File: src/sv/ghc_pkg.sv
`timescale 1ns / 1ps
`default_nettype none

package ghc_pkg;

    // field widths fixed by the stream format
    localparam int POS_W = 6;
    localparam int VAL_W = 32;
    localparam int CNT_W = 7;

    // command codes
    localparam logic [1:0] CMD_WRITE   = 2'd0;
    localparam logic [1:0] CMD_STEP    = 2'd1;
    localparam logic [1:0] CMD_RESTART = 2'd2;

    // configuration register indexes
    localparam logic REG_ROW_COUNT = 1'b0;
    localparam logic REG_COL_COUNT = 1'b1;

    // reset value of both size registers
    localparam logic [CNT_W-1:0] CNT_RESET = 7'd64;

    typedef struct packed {
        logic [1:0]       cmd;
        logic [POS_W-1:0] cell_row;
        logic [POS_W-1:0] cell_col;
        logic [VAL_W-1:0] cell_value;
    } ghc_req_t;

    typedef struct packed {
        logic [VAL_W-1:0] path_value;
        logic [POS_W-1:0] pos_row;
        logic [POS_W-1:0] pos_col;
        logic             at_peak;
    } ghc_res_t;

endpackage

`default_nettype wire

File: src/sv/ghc_climb.sv
`timescale 1ns / 1ps
`default_nettype none

module ghc_climb #(
    parameter int MAX_ROWS = 64,
    parameter int MAX_COLS = 64,
    parameter int AW       = 12
) (
    input  wire logic                     clk,
    input  wire logic                     rst_n,
    input  wire logic                     start,
    input  wire ghc_pkg::ghc_req_t        req,
    input  wire logic [ghc_pkg::CNT_W-1:0] row_count,
    input  wire logic [ghc_pkg::CNT_W-1:0] col_count,
    output logic                          ready,
    output logic                          res_valid,
    input  wire logic                     res_ack,
    output ghc_pkg::ghc_res_t             res,
    output logic                          mem_we,
    output logic [AW-1:0]                 mem_waddr,
    output logic [31:0]                   mem_wdata,
    output logic                          mem_re,
    output logic [AW-1:0]                 mem_raddr,
    input  wire logic [31:0]              mem_rdata
);

    import ghc_pkg::*;

    localparam logic [2:0] ST_IDLE   = 3'd0;
    localparam logic [2:0] ST_SETUP  = 3'd1;
    localparam logic [2:0] ST_SCAN   = 3'd2;
    localparam logic [2:0] ST_FINISH = 3'd3;
    localparam logic [2:0] ST_DONE   = 3'd4;

    localparam int TOP_R = (MAX_ROWS < 64) ? MAX_ROWS : 64;
    localparam int TOP_C = (MAX_COLS < 64) ? MAX_COLS : 64;

    function automatic logic [AW-1:0] cell_addr(input logic [POS_W-1:0] r,
                                                input logic [POS_W-1:0] c);
        logic [31:0] lin;
        lin = {26'b0, r} * 32'(MAX_COLS) + {26'b0, c};
        return lin[AW-1:0];
    endfunction

    logic [2:0]         state_reg, state_next;
    logic [POS_W-1:0]   cur_row_reg, cur_row_next;
    logic [POS_W-1:0]   cur_col_reg, cur_col_next;
    logic [POS_W-1:0]   c0_reg, c0_next;
    logic [POS_W-1:0]   r1_reg, r1_next;
    logic [POS_W-1:0]   c1_reg, c1_next;
    logic [POS_W-1:0]   ir_reg, ir_next;
    logic [POS_W-1:0]   ic_reg, ic_next;
    logic               issue_reg, issue_next;
    logic               first_reg, first_next;
    logic               restart_reg, restart_next;
    logic               rd_vld_reg, rd_vld_next;
    logic               rd_first_reg, rd_first_next;
    logic               rd_here_reg, rd_here_next;
    logic               rd_last_reg, rd_last_next;
    logic [POS_W-1:0]   rd_r_reg, rd_r_next;
    logic [POS_W-1:0]   rd_c_reg, rd_c_next;
    logic signed [31:0] best_reg, best_next;
    logic signed [31:0] here_reg, here_next;
    logic [POS_W-1:0]   best_r_reg, best_r_next;
    logic [POS_W-1:0]   best_c_reg, best_c_next;
    ghc_res_t           res_reg, res_next;

    logic [CNT_W-1:0]   rows, cols, sr, sc;
    logic               in_store;
    logic               last_issue;
    logic signed [31:0] rd_val;

    // clamp the size registers and bound the window around the position
    always_comb
    begin
        rows = (row_count == '0) ? 7'd1 :
               (row_count > 7'(TOP_R)) ? 7'(TOP_R) : row_count;
        cols = (col_count == '0) ? 7'd1 :
               (col_count > 7'(TOP_C)) ? 7'(TOP_C) : col_count;
        sr   = ({1'b0, cur_row_reg} >= rows) ? rows - 7'd1 : {1'b0, cur_row_reg};
        sc   = ({1'b0, cur_col_reg} >= cols) ? cols - 7'd1 : {1'b0, cur_col_reg};
    end

    assign in_store   = ({26'b0, req.cell_row} < 32'(MAX_ROWS)) &&
                        ({26'b0, req.cell_col} < 32'(MAX_COLS));
    assign last_issue = (ir_reg == r1_reg) && (ic_reg == c1_reg);
    assign rd_val     = $signed(mem_rdata);

    assign ready     = (state_reg == ST_IDLE);
    assign res_valid = (state_reg == ST_DONE);
    assign res       = res_reg;

    // grid write happens on the transfer itself
    assign mem_we    = start && (req.cmd == CMD_WRITE) && in_store;
    assign mem_waddr = cell_addr(req.cell_row, req.cell_col);
    assign mem_wdata = req.cell_value;
    assign mem_re    = (state_reg == ST_SCAN) && issue_reg;
    assign mem_raddr = cell_addr(ir_reg, ic_reg);

    always_comb
    begin
        state_next    = state_reg;
        cur_row_next  = cur_row_reg;
        cur_col_next  = cur_col_reg;
        c0_next       = c0_reg;
        r1_next       = r1_reg;
        c1_next       = c1_reg;
        ir_next       = ir_reg;
        ic_next       = ic_reg;
        issue_next    = issue_reg;
        first_next    = first_reg;
        restart_next  = restart_reg;
        rd_vld_next   = 1'b0;
        rd_first_next = rd_first_reg;
        rd_here_next  = rd_here_reg;
        rd_last_next  = rd_last_reg;
        rd_r_next     = rd_r_reg;
        rd_c_next     = rd_c_reg;
        best_next     = best_reg;
        here_next     = here_reg;
        best_r_next   = best_r_reg;
        best_c_next   = best_c_reg;
        res_next      = res_reg;

        unique case (state_reg)
            ST_IDLE:
            begin
                if (start)
                begin
                    case (req.cmd)
                        CMD_STEP:
                        begin
                            restart_next = 1'b0;
                            state_next   = ST_SETUP;
                        end
                        CMD_RESTART:
                        begin
                            // a one-cell window at the origin
                            restart_next = 1'b1;
                            cur_row_next = '0;
                            cur_col_next = '0;
                            ir_next      = '0;
                            ic_next      = '0;
                            c0_next      = '0;
                            r1_next      = '0;
                            c1_next      = '0;
                            issue_next   = 1'b1;
                            first_next   = 1'b1;
                            state_next   = ST_SCAN;
                        end
                        default:
                        begin
                            // write and unused code answer at once
                            res_next.path_value = '0;
                            res_next.pos_row    = cur_row_reg;
                            res_next.pos_col    = cur_col_reg;
                            res_next.at_peak    = 1'b0;
                            state_next          = ST_DONE;
                        end
                    endcase
                end
            end
            ST_SETUP:
            begin
                // saturate the position and open the window
                cur_row_next = sr[POS_W-1:0];
                cur_col_next = sc[POS_W-1:0];
                ir_next      = (sr == '0) ? '0 : 6'(sr - 7'd1);
                ic_next      = (sc == '0) ? '0 : 6'(sc - 7'd1);
                c0_next      = (sc == '0) ? '0 : 6'(sc - 7'd1);
                r1_next      = (sr + 7'd1 < rows) ? 6'(sr + 7'd1) : 6'(rows - 7'd1);
                c1_next      = (sc + 7'd1 < cols) ? 6'(sc + 7'd1) : 6'(cols - 7'd1);
                issue_next   = 1'b1;
                first_next   = 1'b1;
                state_next   = ST_SCAN;
            end
            ST_SCAN:
            begin
                // issue one read a cycle in row-major window order
                if (issue_reg)
                begin
                    rd_vld_next   = 1'b1;
                    rd_first_next = first_reg;
                    rd_here_next  = (ir_reg == cur_row_reg) && (ic_reg == cur_col_reg);
                    rd_last_next  = last_issue;
                    rd_r_next     = ir_reg;
                    rd_c_next     = ic_reg;
                    first_next    = 1'b0;
                    if (last_issue)
                    begin
                        issue_next = 1'b0;
                    end
                    else if (ic_reg == c1_reg)
                    begin
                        ic_next = c0_reg;
                        ir_next = ir_reg + 6'd1;
                    end
                    else
                    begin
                        ic_next = ic_reg + 6'd1;
                    end
                end
                // fold the returned cell into the running maximum
                if (rd_vld_reg)
                begin
                    if (rd_first_reg || (rd_val > best_reg))
                    begin
                        best_next   = rd_val;
                        best_r_next = rd_r_reg;
                        best_c_next = rd_c_reg;
                    end
                    if (rd_here_reg)
                    begin
                        here_next = rd_val;
                    end
                    if (rd_last_reg)
                    begin
                        state_next = ST_FINISH;
                    end
                end
            end
            ST_FINISH:
            begin
                // move only on a strictly larger neighbour
                if (restart_reg)
                begin
                    res_next.path_value = here_reg;
                    res_next.pos_row    = cur_row_reg;
                    res_next.pos_col    = cur_col_reg;
                    res_next.at_peak    = 1'b0;
                end
                else if (best_reg > here_reg)
                begin
                    cur_row_next        = best_r_reg;
                    cur_col_next        = best_c_reg;
                    res_next.path_value = best_reg;
                    res_next.pos_row    = best_r_reg;
                    res_next.pos_col    = best_c_reg;
                    res_next.at_peak    = 1'b0;
                end
                else
                begin
                    res_next.path_value = here_reg;
                    res_next.pos_row    = cur_row_reg;
                    res_next.pos_col    = cur_col_reg;
                    res_next.at_peak    = 1'b1;
                end
                state_next = ST_DONE;
            end
            ST_DONE:
            begin
                if (res_ack)
                begin
                    state_next = ST_IDLE;
                end
            end
            default:
            begin
                state_next = ST_IDLE;
            end
        endcase
    end

    // control state
    always_ff @(posedge clk or negedge rst_n)
    begin
        if (!rst_n)
        begin
            state_reg   <= ST_IDLE;
            cur_row_reg <= '0;
            cur_col_reg <= '0;
            issue_reg   <= 1'b0;
            rd_vld_reg  <= 1'b0;
        end
        else
        begin
            state_reg   <= state_next;
            cur_row_reg <= cur_row_next;
            cur_col_reg <= cur_col_next;
            issue_reg   <= issue_next;
            rd_vld_reg  <= rd_vld_next;
        end
    end

    // window, scan and result payload
    always_ff @(posedge clk)
    begin
        c0_reg       <= c0_next;
        r1_reg       <= r1_next;
        c1_reg       <= c1_next;
        ir_reg       <= ir_next;
        ic_reg       <= ic_next;
        first_reg    <= first_next;
        restart_reg  <= restart_next;
        rd_first_reg <= rd_first_next;
        rd_here_reg  <= rd_here_next;
        rd_last_reg  <= rd_last_next;
        rd_r_reg     <= rd_r_next;
        rd_c_reg     <= rd_c_next;
        best_reg     <= best_next;
        here_reg     <= here_next;
        best_r_reg   <= best_r_next;
        best_c_reg   <= best_c_next;
        res_reg      <= res_next;
    end

endmodule

`default_nettype wire

File: config.mk
export PLATFORM = sky130hd
export DESIGN_NAME = ghc_climb
export DESIGN_NICKNAME = d
export VERILOG_FILES = /design/src/sv/ghc_pkg.sv /design/src/sv/ghc_climb.sv
export SDC_FILE = /design/constraint.sdc
export NUM_CORES = 1
export LEC_CHECK = 0
export BUFFER_PORTS_ARGS = -buffer_cell sky130_fd_sc_hd__buf_2
export CAP_MARGIN = 20
export CELL_PAD_IN_SITES_DETAIL_PLACEMENT = 1
export CELL_PAD_IN_SITES_GLOBAL_PLACEMENT = 2
export CORE_ASPECT_RATIO = 1.2
export CORE_MARGIN = 1.5
export CORE_UTILIZATION = 40
export DETAILED_ROUTE_END_ITERATION = 12
export GPL_ROUTABILITY_DRIVEN = 0
export PLACE_DENSITY = 0.95
export SLEW_MARGIN = 20
export SYNTH_ARGS = -nofsm -noshare
export SYNTH_HDL_FRONTEND = slang
export SYNTH_SLANG_ARGS = --single-unit
File: constraint.sdc
create_clock -name clk -period 15.28 [get_ports clk]
set_input_delay 1.528 -clock clk [delete_from_list [all_inputs] [get_ports clk]]
set_output_delay 1.528 -clock clk [all_outputs]
set_load 0.01 [all_outputs]
==> flow_metrics.py <==
metrics = {
    "setup_path": {
        "critPathKind": "primary input to flip-flop",
        "r2r_cells": 19,
        "timing.rr.start": "cur_col_reg[0]",
        "r2r_end": "c1_reg[2]",
        "reg2reg_setup_slack_ns": 10.05,
        "setup.worst_path.start": "col_count[2]",
        "crit_arrival_ns": 6.85,
        "critical_path.max_fanout": 22,
        "critical_path_endpoint_category": "flip-flop",
        "cp-start-kind": "primary input",
        "required_ns": 15.44,
    },
    "route": {
        "drt.antenna.violating_nets": 0,
        "route.detailed.vias_per_inst": 5.66,
        "drtPass1Iterations": 4,
        "drt_drc": 0,
        "drt-initial-drc-count": 557,
        "drt-wirelength-per-cell_um": 20.9,
        "drt_wirelength_um": 29500,
        "via_count": 8002,
    },
    "yosys": {
        "compound_cell_area_share_of_the_yosys_netlist_pct": 13.2,
        "netlist-cell-type-count": 79,
        "synth-xor-area-share_pct": 3.77,
        "synthDominantAreaCellType": "edfxtp_1",
        "synth.area.top_cells": "edfxtp_1 (45%), ha_1 (11%), dfrtp_1 (3.8%), buf_4 (3.0%), a21oi_1 (3.0%)",
        "netlist_instances": 1004,
        "synthesis.area_um2": 11100,
        "synthesized_flop_and_latch_total": 185,
        "syn_area_per_cell_um2": 11.1,
        "async_reset_ff_share_pct": 9.19,
        "synth-adder-area-share_pct": 11.1,
        "dominantRegCellSynth": "edfxtp_1",
        "synth.area.mux_share_pct": 4.12,
        "dominant_combinational_cell_family_by_area_after_synthesis": "compound AO/OA/AOI/OAI gates",
        "synth.yosys.seq_area_share_pct": 49.2,
        "synth_edf_count": 168,
        "syn_nets": 1199,
        "synth_largest_type_area_fraction_pct": 45.4,
        "yosysWarningCount": 0,
        "synth-simple-area-share_pct": 11.0,
    },
    "clock_tree": {
        "cts_root_buffer": "clkbuf_16",
        "cts_buffers": 17,
        "clk_pin_slew_worst_setup_hold_paths_ns": 0.08,
        "tritoncts": "yes",
        "cts_setup_buffers": 0,
        "clk-insertion-delay-late_ns": 0.43,
        "sink_count_of_the_clock_tree": 185,
        "h-tree-depth": 4,
        "max-clock-path-buffers": 2,
        "post_cts_resize_count": 0,
        "post_cts_hold_buffer_count": 0,
    },
    "final_layout": {
        "antenna_cells": 0,
        "final_core_utilization_pct": 44.9,
        "layout-drive-gt1-share_pct": 17.1,
        "area_growth_pct": 10.0,
        "layout.nets": 1256,
        "postLayoutCellArea_um2": 12200,
        "largest_register_ff_count": 45,
    },
    "power_and_ir_drop": {
        "design_power_mw": 1.87,
        "worst_ir_drop_vdd_mv": 0.0969,
        "powerDensity_nw_per_um2": 153,
        "static-leakage-power_nw": 5.11,
    },
    "floorplan": {
        "rows": 66,
        "floorplan.die_area_um2": 28800,
        "floorplan.initialDensity_pct": 40.8,
        "die_w_um": 155,
        "io-pin-count": 201,
        "coreArea_um2": 27300,
        "die_h_um": 186,
    },
    "timing": {
        "actual_slew_at_the_worst_max_slew_pin_ns": 1.03,
        "final-setup-viol-count": 0,
        "final_hold_viol_count": 0,
        "finClkSkew_ns": 0.0181,
        "finalSetupTns_ns": 0,
        "timing.final.crit_share_pct": 43.8,
        "final-max-slew-violation-count": 0,
        "finalWorstPathRequiredPeriod_ns": 6.69,
        "timing.fmax_mhz": 149,
        "final_layout_worst_hold_slack_ns": 0.423,
        "grt_setup_unrepaired": "false",
        "slew_headroom_pct": 30.8,
    },
    "min_path": {
        "hold_class": "flip-flop to flip-flop",
        "hold_path_depth": 0,
        "holdPathEnd": "best_c_reg[1]",
        "hold_start": "rd_c_reg[1]",
    },
    "grt": {
        "grt_util_all_layers_pct": 21.1,
        "grt_max_degree": 36,
        "grt_pass1_vias": 8603,
        "first_pass_grt_wire_length_um": 46900,
        "gr-total-overflow": 0,
        "antenna_found_initial": 0,
    },
    "outcome": {
        "status": "finished clean",
    },
    "run": {
        "cap_viol_max_count": 0,
    },
    "placed_design": {
        "hpwlAfterDp_um": 21400,
        "postPlaceCellArea_um2": 11700,
        "io_buffers": 112,
    },
}
==> power by group <==
group | internal [mW] | switching [mW] | total, mW
clock | 0.213 | 0.205 | 0.418
combinational | 0.244 | 0.408 | 0.652
sequential | 0.698 | 0.0975 | 0.796
total | 1.16 | 0.711 | 1.87
==> area by class of cell <==
cell class              instances  area [um^2]
multi-input cells             649         4840
clock inverters                14          110
inverters                      87          327
flip-flops and latches        185         5470
clock buffers                  18          429
well taps                     340          425
repair buffers                121          628
fillers                      2985        15000
==> worst max path at each step <==
stage,slack (ns),depth (start not counted),end
global placement,8.40,20,c1_reg[2]
CTS,8.62,21,c1_reg[2]
global route,8.16,21,c1_reg[2]
finish,8.59,21,c1_reg[2]
floorplan,8.70,8,best_c_reg[0]
detailed placement,8.18,21,c1_reg[2]
==> cells in the mapped netlist, drive strengths merged, types with 15 or more instances <==
library cell / number
inv: 87
nand2: 58
nand3: 52
xor2: 15
a21o: 17
nor2: 38
a21oi: 67
mux2i: 21
o21ai: 70
xnor2: 32
clkbuf: 29
dfrtp: 17
ha: 99
edfxtp: 168
nand4: 19
buf: 54
mux2: 22
==> routing by layer <==
layer / GRT usage, % / up-vias / wire length (um)
li1: - / 3753 / -
met3: 3.31 / 31 / 996
met1: 24.6 / 4046 / 12200
met5: 0 / - / 0
met2: 40.4 / 172 / 15900
met4: 4.84 / 0 / 365
==> cells by family after synthesis <==
logic type	Yosys count
adders and majority gates	99
and+or+nand+nor	236
muxes	43
buffers and inverters	170
AOI/OAI and AO/OA	224
DFF	185
xor gates and xnor gates	47
==> metrics by stage <==
step | std cells | setup WS, ns
2_1_floorplan | 1004 | 8.70
3_3_place_gp | 1382 | 8.40
3_5_place_dp | 1382 | 8.18
4_1_cts | 1414 | 8.62
5_1_grt | 1414 | 8.16
6_report | 1414 | 8.59
==> cell usage in the layout, fill, tap and decap left out, drive strengths merged, types with 15 or more instances in the layout <==
master  count
ha         99
nor2       38
nand4      19
xnor2      32
edfxtp    168
o21ai      70
nand2      58
buf       121
dfrtp      17
a21oi      67
nand3      52
mux2       22
inv        96
mux2i      21
clkbuf     18
a21o       17
xor2       15
==> critical path, stage by stage <==
cell       delay, ns
buf_2           0.13
or4_4           0.55
o31ai_4         0.35
ha_1            0.30
nand2b_1        0.14
a211o_1         0.32
a2bb2oi_2       0.79
nand2_1         0.12
o21ai_1         0.32
ha_1            0.31
a21boi_1        0.30
xor2_1          0.24
inv_1           0.07
ha_1            0.29
a21oi_1         0.19
nor2b_1         0.07
o21ai_0         0.14
nand2_1         0.11
a21oi_4         0.28
mux2i_1         0.25
nor2_1          0.05
Power figures use the tool's default switching activity.
